===== config.mk =====
export PLATFORM = sky130hd
export DESIGN_NAME = header_trailer_deframer_crc8_core
export DESIGN_NICKNAME = d
export VERILOG_FILES = /design/src/rtl/htdc8_pkg.sv /design/src/rtl/header_trailer_deframer_crc8_core.sv
export SDC_FILE = /design/constraint.sdc
export NUM_CORES = 1
export LEC_CHECK = 0
export ABC_AREA = 1
export BUFFER_PORTS_ARGS = -buffer_cell sky130_fd_sc_hd__clkbuf_2
export CORE_MARGIN = 3
export CORE_UTILIZATION = 55
export CTS_BUF_LIST = sky130_fd_sc_hd__clkbuf_2
export DETAILED_ROUTE_END_ITERATION = 7
export HOLD_SLACK_MARGIN = 0.02
export PLACE_DENSITY = 0.86
export SYNTH_ARGS = -nofsm -noshare
export SYNTH_HDL_FRONTEND = slang
export SYNTH_SLANG_ARGS = --single-unit

===== constraint.sdc =====
create_clock -name clk -period 4.1 [get_ports clk]
set_clock_uncertainty 0.2 [all_clocks]
set_input_delay 1.23 -clock clk [delete_from_list [all_inputs] [get_ports clk]]
set_output_delay 1.23 -clock clk [all_outputs]
set_load 0.01 [all_outputs]

===== src/rtl/htdc8_pkg.sv =====
// ---------------------------------------------------------------------------
// htdc8_pkg: shared definitions for the header/trailer deframer
// Frame markers, CRC-8 step function and result flag layout.
// ---------------------------------------------------------------------------
package htdc8_pkg;

  // Longest frame, in bytes, header and checksum included
  localparam int unsigned MaxFrameLenDefault = 80;

  // Header bytes and trailer prefix (three bytes before the checksum)
  localparam logic [7:0]  HdrFirst   = 8'hEB;
  localparam logic [7:0]  HdrSecond  = 8'h90;
  localparam logic [23:0] TrailerPre = 24'hFFFF01;

  // CRC-8, polynomial x^8 + x^2 + x + 1, MSB first
  localparam logic [7:0] CrcPoly = 8'h07;

  // Advance the CRC by one byte
  function automatic logic [7:0] crc8_step(input logic [7:0] crc, input logic [7:0] data);
    logic [7:0] c;
    c = crc ^ data;
    for (int i = 0; i < 8; i++) begin
      if (c[7]) begin
        c = {c[6:0], 1'b0} ^ CrcPoly;
      end else begin
        c = {c[6:0], 1'b0};
      end
    end
    return c;
  endfunction

  // CRC after both header bytes, seeded from zero
  localparam logic [7:0] HdrCrc = crc8_step(crc8_step(8'h00, HdrFirst), HdrSecond);

  // Result flags carried on the user sideband, highest bit first
  typedef struct packed {
    logic overflow_drop;
    logic crc_ok;
    logic frame_start;
    logic stored;
  } res_flags_t;

endpackage


===== src/rtl/header_trailer_deframer_crc8_core.sv =====
// ---------------------------------------------------------------------------
// header_trailer_deframer_crc8_core: serial byte deframer with CRC-8 check
// Finds EB 90, tracks frame position, ends the frame on FF FF 01 plus a
// checksum byte and checks it against a running CRC-8; drops overlong frames.
// ---------------------------------------------------------------------------
//
//  channel | dir | beat contents
//  --------+-----+----------------------------------------------------------
//  in_     | in  | tdata[7:0] rx_byte
//  out_    | out | tdata position, data_byte; tuser flags; tlast frame_end
//
//  One beat in, one beat out; a new byte is taken every cycle unless the output stalls.
//  Each byte is decoded in the cycle it is accepted and its result lands in
//  the output register on that edge.
//  The output register is refilled on the edge it is drained, so a stall
//  only holds the input while a result waits and out_tready is low.
//  Synchronous active-low reset clears history, position, CRC and valid.
//
module header_trailer_deframer_crc8_core #(
  parameter int unsigned MAX_FRAME_LEN = htdc8_pkg::MaxFrameLenDefault
) (
  input  logic        clk,
  input  logic        rst_n,
  // input stream
  input  logic        in_tvalid,
  output logic        in_tready,
  input  logic [7:0]  in_tdata,   // [7:0] rx_byte
  // result stream
  output logic        out_tvalid,
  input  logic        out_tready,
  output logic [15:0] out_tdata,  // [7:0] position, [15:8] data_byte
  output logic [3:0]  out_tuser,  // [0] stored, [1] frame_start, [2] crc_ok,
                                  // [3] overflow_drop
  output logic        out_tlast   // frame_end
);
  import htdc8_pkg::*;

  localparam logic [8:0] MaxLen = 9'(MAX_FRAME_LEN);

  // Decode state
  logic [23:0] hist_r,  hist_nxt;
  logic [7:0]  pos_r,   pos_nxt;
  logic [7:0]  crc_r,   crc_nxt;

  // Output register
  logic        out_valid_r;
  logic [7:0]  out_pos_r,  res_pos;
  logic [7:0]  out_data_r;
  res_flags_t  out_flags_r, res_flags;
  logic        out_last_r, res_last;

  logic        in_acc;
  logic        hdr_hit;
  logic        trl_hit;
  logic        full_hit;

  // Take a beat whenever the output register is free or draining
  assign in_tready = !out_valid_r || out_tready;
  assign in_acc    = in_tvalid && in_tready;

  assign hdr_hit  = (hist_r[7:0] == HdrFirst) && (in_tdata == HdrSecond);
  assign trl_hit  = (hist_r == TrailerPre);
  assign full_hit = ({1'b0, pos_r} + 9'd1) >= MaxLen;

  // Decode one byte: result fields and next state
  always_comb begin
    hist_nxt  = {hist_r[15:0], in_tdata};
    pos_nxt   = pos_r;
    crc_nxt   = crc_r;
    res_pos   = 8'd0;
    res_flags = '0;
    res_last  = 1'b0;
    if (pos_r == 8'd0) begin
      if (hdr_hit) begin
        res_flags.stored      = 1'b1;
        res_flags.frame_start = 1'b1;
        res_pos               = 8'd1;
        crc_nxt               = HdrCrc;
        pos_nxt               = 8'd2;
      end
    end else begin
      res_flags.stored = 1'b1;
      res_pos          = pos_r;
      if (trl_hit) begin
        res_last         = 1'b1;
        res_flags.crc_ok = (crc_r == in_tdata);
        pos_nxt          = 8'd0;
        crc_nxt          = 8'd0;
      end else if (full_hit) begin
        res_flags.overflow_drop = 1'b1;
        pos_nxt                 = 8'd0;
        crc_nxt                 = 8'd0;
      end else begin
        crc_nxt = crc8_step(crc_r, in_tdata);
        pos_nxt = pos_r + 8'd1;
      end
    end
  end

  // Advance decode state on each accepted beat
  always_ff @(posedge clk) begin
    if (!rst_n) begin
      hist_r <= '0;
      pos_r  <= '0;
      crc_r  <= '0;
    end else if (in_acc) begin
      hist_r <= hist_nxt;
      pos_r  <= pos_nxt;
      crc_r  <= crc_nxt;
    end
  end

  // Hold the result until the sink takes it
  always_ff @(posedge clk) begin
    if (!rst_n) begin
      out_valid_r <= 1'b0;
    end else if (in_acc) begin
      out_valid_r <= 1'b1;
    end else if (out_tready) begin
      out_valid_r <= 1'b0;
    end
  end

  always_ff @(posedge clk) begin
    if (in_acc) begin
      out_pos_r   <= res_pos;
      out_data_r  <= in_tdata;
      out_flags_r <= res_flags;
      out_last_r  <= res_last;
    end
  end

  assign out_tvalid = out_valid_r;
  assign out_tdata  = {out_data_r, out_pos_r};
  assign out_tuser  = out_flags_r;
  assign out_tlast  = out_last_r;

  // A byte outside a frame carries position zero, inside one never
  assert property (@(posedge clk) disable iff (!rst_n)
    out_valid_r |-> (out_flags_r.stored == (out_pos_r != 8'd0)))
    else $error("position does not agree with stored flag");

  // Start, end and drop are mutually exclusive, and crc_ok needs frame end
  assert property (@(posedge clk) disable iff (!rst_n)
    out_valid_r |-> ($onehot0({out_flags_r.frame_start, out_last_r,
                               out_flags_r.overflow_drop})
                     && (!out_flags_r.crc_ok || out_last_r)))
    else $error("conflicting frame flags");

  // A frame start leaves the decoder at position two with the header CRC
  assert property (@(posedge clk) disable iff (!rst_n)
    (in_acc && res_flags.frame_start) |=> (pos_r == 8'd2 && crc_r == HdrCrc))
    else $error("frame start did not seed position and CRC");

  // Position never reaches the frame limit
  assert property (@(posedge clk) disable iff (!rst_n)
    {1'b0, pos_r} < MaxLen)
    else $error("frame position ran past limit");

endmodule


# Yosys cells after proc, flatten, opt, wreduce, memory -nomap -nowiden
# Index checks and enable logic that the tools add are counted.
[totals] in_bits=12 latchBits=0 elab_cells=82 memories=0 ramBits=0 ff_bits=62 mem_bits_ro=0 out_inout_bits=23
[classes] n_eq_ne=5 mul=0 muxes=44 add_sub_neg=2 div_mod_pow=0 n_shift=0 bitwise_logic=10 order_cmp=1 reduce_logical=9
[ops] operator="2-to-1 mux 8 bit" n=30
[ops] operator="== test 24 bit (second input constant)" n=1
[ops] operator="2-to-1 mux 3 bit" n=8
[ops] operator="inverter 3 bit" n=8
[ops] operator="== test 8 bit (second input constant)" n=2
[ops] operator="adder 8 x 1 -> 9 bit (second input constant)" n=1
[ops] operator="greater-or-equal comparator 9 x 7 -> 1 bit (second input constant)" n=1
[ops] operator="adder 8 x 1 -> 8 bit (second input constant)" n=1
[ops] operator="== test 8 bit" n=1
[ops] operator="zero test 8 bit" n=1
[ops] operator="XOR 8 bit" n=1
[ops] operator="2-to-1 mux 1 bit" n=5
[ops] operator="OR reduction 2 bit" n=2
[ops] operator="logical AND 1 bit" n=2
[ops] operator="2-to-1 mux 2 bit" n=1
[ops] operator="!= test 2 bit (second input constant)" n=1
[ops] operator="AND reduction 2 bit" n=1
[ops] operator="nonzero test 2 bit" n=1
[ops] operator="zero test 1 bit" n=1
[ops] operator="logical OR 1 bit" n=1
[ops] operator="inverter 1 bit" n=1

# Logic depth before layout (Yosys ltp)
[depth] depth_word=41 depth_mapped=12 ltp_nobuf=12

# Worst setup path after synthesis
# Ideal clock, no wire load.
[synth_path] path_type="input port to output port" from="input out_tready" to="output in_tready" path_slack_ns=1.306 required_ns=2.670 cell_stages=2 path_buffers=0 t_arrival_ns=1.364 cell_sequence="inv_1 nand2_1"
[synth_between] elab_chain_cells=1
[synth_lines] element="from (decl)" line="header_trailer_deframer_crc8_core.sv:30" rtl="input logic out_tready,"
[synth_lines] element="logical OR 1 bit" line="header_trailer_deframer_crc8_core.sv:58" rtl="assign in_tready = !out_valid_r || out_tready;"
[synth_lines] element="to (decl)" line="header_trailer_deframer_crc8_core.sv:26" rtl="output logic in_tready,"
# No other way between the ends.

# Worst setup path in the final report
# Same ends and word-level chain as after synthesis.

==> impl_results.rst <==
.. list-table::
   :header-rows: 1

   * - Metric
     - Value
   * - Syn Std Cell Area
     - 3018 sq um
   * - Hold crit path type
     - reg -> reg
   * - Warnings from Yosys
     - 0
   * - # H-tree levels
     - 3
   * - Leak pwr
     - around 1.4 nW
   * - Share of the cycle needed by the critical path after routing
     - approximately 74%
   * - Post-Route WL
     - roughly 6200 um
   * - Starting Density
     - 57.98%
   * - Clock root buffer master
     - sky130_fd_sc_hd__clkbuf_2
   * - Setup TNS
     - 0 ns
   * - Global-route wire length before repair
     - between 10000 and 15000 um
   * - DRC errors left
     - 0
   * - Stage delay of the slowest cell on the critical path
     - around 0.15 ns
   * - Post_cts resized
     - 0
   * - Clock period minus final worst setup slack
     - roughly 3.0 ns
   * - Die Y-Extent
     - between 80 and 90 um
   * - Largest vdd supply drop
     - between 0.2 and 0.25 mV
   * - Count of filler cells inserted in the layout
     - 482
   * - # Post-CTS Setup Buffers
     - 0
   * - X dimension of the die
     - 80.08 um
   * - # hold bufs at CTS
     - 0
   * - Setup violations, final
     - 0
   * - Most frequently used flop master after synthesis
     - sky130_fd_sc_hd__dfxtp_1
   * - Unrepaired setup endpoints after global routing
     - false
   * - Top-level port count
     - 35
   * - Synth-to-Final Area Change
     - 8.126%
   * - Max-slew violation total from the final report
     - 0
   * - Crit Path Category
     - in -> out
   * - Seq/Total Area, Yosys
     - 48.09%
   * - Vias post-DR
     - ~2600
   * - Die area
     - 6412 sq um
   * - Power after layout
     - 1.119 mW
   * - Synthesized netlist cell count
     - around 390
   * - Capturing point of the worst reg2reg path
     - pos_r[3]
   * - Placed Instance Area
     - 3186 sq um
   * - Sequence of cells on the critical path
     - clkbuf_2 -> inv_1 -> nand2_1 -> clkbuf_2
   * - Number of antenna violations at the first check in global routing
     - 0
   * - Via density
     - ~5.2
   * - Clk_lat worst skew
     - between 0.4 and 0.5 ns
   * - Headroom to the max-slew limit
     - roughly 62%
   * - Number of buffer and inverter stages on the critical path
     - 3
   * - Post-Layout Inst Area
     - 3263 sq um
   * - Global routing usage summed across all routing layers
     - 21.34%
   * - Setup crit start kind
     - primary input
   * - Number of buffers added by the clock tree synthesis step
     - 9
   * - Critical path peak fanout
     - 3
   * - Core area
     - approximately 5200 sq um
   * - Required time worst endpoint
     - approximately 2.7 ns
   * - Max frequency
     - ~330 MHz
   * - Congestion Overflow GR
     - 0
   * - Buffers added on ports
     - 34
   * - Count of cells along the worst register-to-register path
     - 8
   * - Total inserted antenna cells
     - 0
   * - Placement row count
     - 26
   * - Launch point of the critical path
     - out_tready
   * - Status
     - completed
   * - Pin slew with the least headroom to its limit
     - 0.5632 ns
   * - Clock edge transition at the registers on the reported setup and hold paths
     - 0.14 ns
   * - Critical Path End Type
     - output pin
   * - Mapped Nets
     - 410
   * - CTS Buffer Depth
     - 2
   * - Layout cell share with drive strength beyond 1
     - ~14%
   * - Final Hold Vio Count
     - 0
   * - Flop-to-flop setup slack
     - just over 2 ns
   * - Number of distinct library cell variants in the gate-level netlist after synthesis
     - 26
   * - Crit. path cell count
     - 4
   * - RD Place Congestion
     - just over 0.9
   * - Max Cap Violations
     - 0
   * - Source of the worst register-to-register timing path
     - out_tvalid
   * - Filler-free cell count of the finished design
     - between 400 and 500
   * - Slowest stage cell, crit path
     - sky130_fd_sc_hd__clkbuf_2
   * - Cell occurring most often along the worst timing path
     - sky130_fd_sc_hd__clkbuf_2
   * - Post-synth ARST share
     - 0%
   * - Mean routed wirelength per cell
     - roughly 12 um
   * - Avg Inst Size Synth
     - between 7 and 8 sq um
   * - TritonRoute pass-1 iters
     - 4
   * - Areal power density over the cells
     - ~340 nW/um^2
   * - Largest net degree at the start of global routing
     - 33
   * - Clock tree sinks
     - 62
   * - Net count, final
     - 440
   * - Timing endpoint of the critical path
     - in_tready
   * - Via count of the first global-routing pass
     - roughly 2400
   * - Clock tree from TritonCTS
     - yes
   * - Placed cell count
     - about 480
   * - Violation count after the first detailed-routing iteration
     - about 160
   * - Final ANT Viol Nets
     - 0
   * - Delay-heaviest family, CP
     - buffers and inverters
   * - Detailed-placement wirelength estimate
     - between 4000 and 5000 um
   * - Flop and latch count out of synthesis
     - 62
   * - Number of synthesized flops with an enable pin
     - 21
   * - Arrival time at the worst endpoint
     - ~1.6 ns
## metal layers
metal	GRT usage, %	share of wire, %	vias up
li1	-	-	1334
met1	27.38	47	1177
met2	33.44	46	75
met3	4.709	5.5	12
met4	11.32	2.1	0
met5	0	0	-
## cells in the mapped netlist (6+ instances only)
| library cell | count | area share [%] |
|---|---|---|
| sky130_fd_sc_hd__nand2_1 | 98 | 12 |
| sky130_fd_sc_hd__nor2_1 | 57 | 7.1 |
| sky130_fd_sc_hd__dfxtp_1 | 41 | 27 |
| sky130_fd_sc_hd__inv_1 | 34 | 4.2 |
| sky130_fd_sc_hd__o21ai_0 | 31 | 5.1 |
| sky130_fd_sc_hd__a21oi_1 | 29 | 4.8 |
| sky130_fd_sc_hd__edfxtp_1 | 21 | 21 |
| sky130_fd_sc_hd__nand3_1 | 14 | 2.3 |
| sky130_fd_sc_hd__clkbuf_1 | 10 | 1.2 |
| sky130_fd_sc_hd__nand4_1 | 10 | 2.1 |
| sky130_fd_sc_hd__xor2_1 | 7 | 2.0 |
| sky130_fd_sc_hd__xnor2_1 | 6 | 1.7 |
## worst min-delay path, stage by stage (launching register included)
cell and delay (ns):
sky130_fd_sc_hd__dfxtp_1 0.34, sky130_fd_sc_hd__inv_1 0.06, sky130_fd_sc_hd__a21oi_1 0.06
## cells in the final DEF, fill, tap and decap left out, types with 6 or more instances in the layout
| cell | synthesis | routed |
|---|---|---|
| sky130_fd_sc_hd__edfxtp_1 | 21 | 21 |
| sky130_fd_sc_hd__xnor2_1 | 6 | 6 |
| sky130_fd_sc_hd__nand4_1 | 10 | 10 |
| sky130_fd_sc_hd__a21oi_1 | 29 | 29 |
| sky130_fd_sc_hd__dfxtp_1 | 41 | 41 |
| sky130_fd_sc_hd__inv_1 | 34 | 34 |
| sky130_fd_sc_hd__nand2_1 | 98 | 98 |
| sky130_fd_sc_hd__o21ai_0 | 31 | 31 |
| sky130_fd_sc_hd__xor2_1 | 7 | 7 |
| sky130_fd_sc_hd__clkbuf_2 | 0 | 46 |
| sky130_fd_sc_hd__nand3_1 | 14 | 14 |
| sky130_fd_sc_hd__nor2_1 | 57 | 57 |
## cell type report
| type | count | area [sq um] | area share [%] |
|---|---|---|---|
| well taps | 70 | 87.58 | 2.684 |
| inverters | 36 | 135.1 | 4.141 |
| clock inverters | 4 | 17.52 | 0.5368 |
| repair buffers | 37 | 192.7 | 5.905 |
| clock buffers | 12 | 60.06 | 1.840 |
| flip-flops and latches | 62 | 1451 | 44.48 |
| multi-input cells | 277 | 1319 | 40.41 |
## how the worst min path moves through the flow
stage | from | to | cells past startpoint
floorplan | hist_r[21] | hist_r[21] | 2
global placement | hist_r[20] | hist_r[20] | 2
detailed placement | hist_r[21] | hist_r[21] | 2
CTS | hist_r[21] | hist_r[21] | 2
global route | hist_r[19] | hist_r[19] | 2
finish | hist_r[21] | hist_r[21] | 2
## power by group
part / internal, mW / switching (mW)
clock network: 0.0819 / 0.208
registers: 0.667 / 0.0197
logic: 0.0510 / 0.0908
total: 0.800 / 0.319
## flip-flops by register name, summed over array words and instances (netlist names)
signal	count
out_pos_r	8
pos_r	8
hist_r	24
out_tvalid	1
crc_r	8
out_tuser	4
out_data_r	8
out_tlast	1
## per-stage QoR
stage               hold WS [ns]  utilization (%)  setup WS, ns
global route              0.3183            62.69         1.046
finish                    0.2865            62.69         1.079
detailed placement        0.2706            61.20         1.006
CTS                       0.2910            62.69         1.071
floorplan                 0.2454                -         1.306
global placement          0.2624            61.20         1.077
## logic make-up (layout without fill, tap and decap cells)
logic type | after synthesis | count (layout) | share of synthesized area, %
buffers and inverters | 54 | 89 | 8.209
DFF | 62 | 62 | 48.09
and+or+nand+nor | 198 | 198 | 27.65
adders and majority gates | 5 | 5 | 2.073
xor gates and xnor gates | 13 | 13 | 3.773
AOI/OAI and AO/OA | 61 | 61 | 10.20
Note: power is estimated with default switching activity, not from simulation.
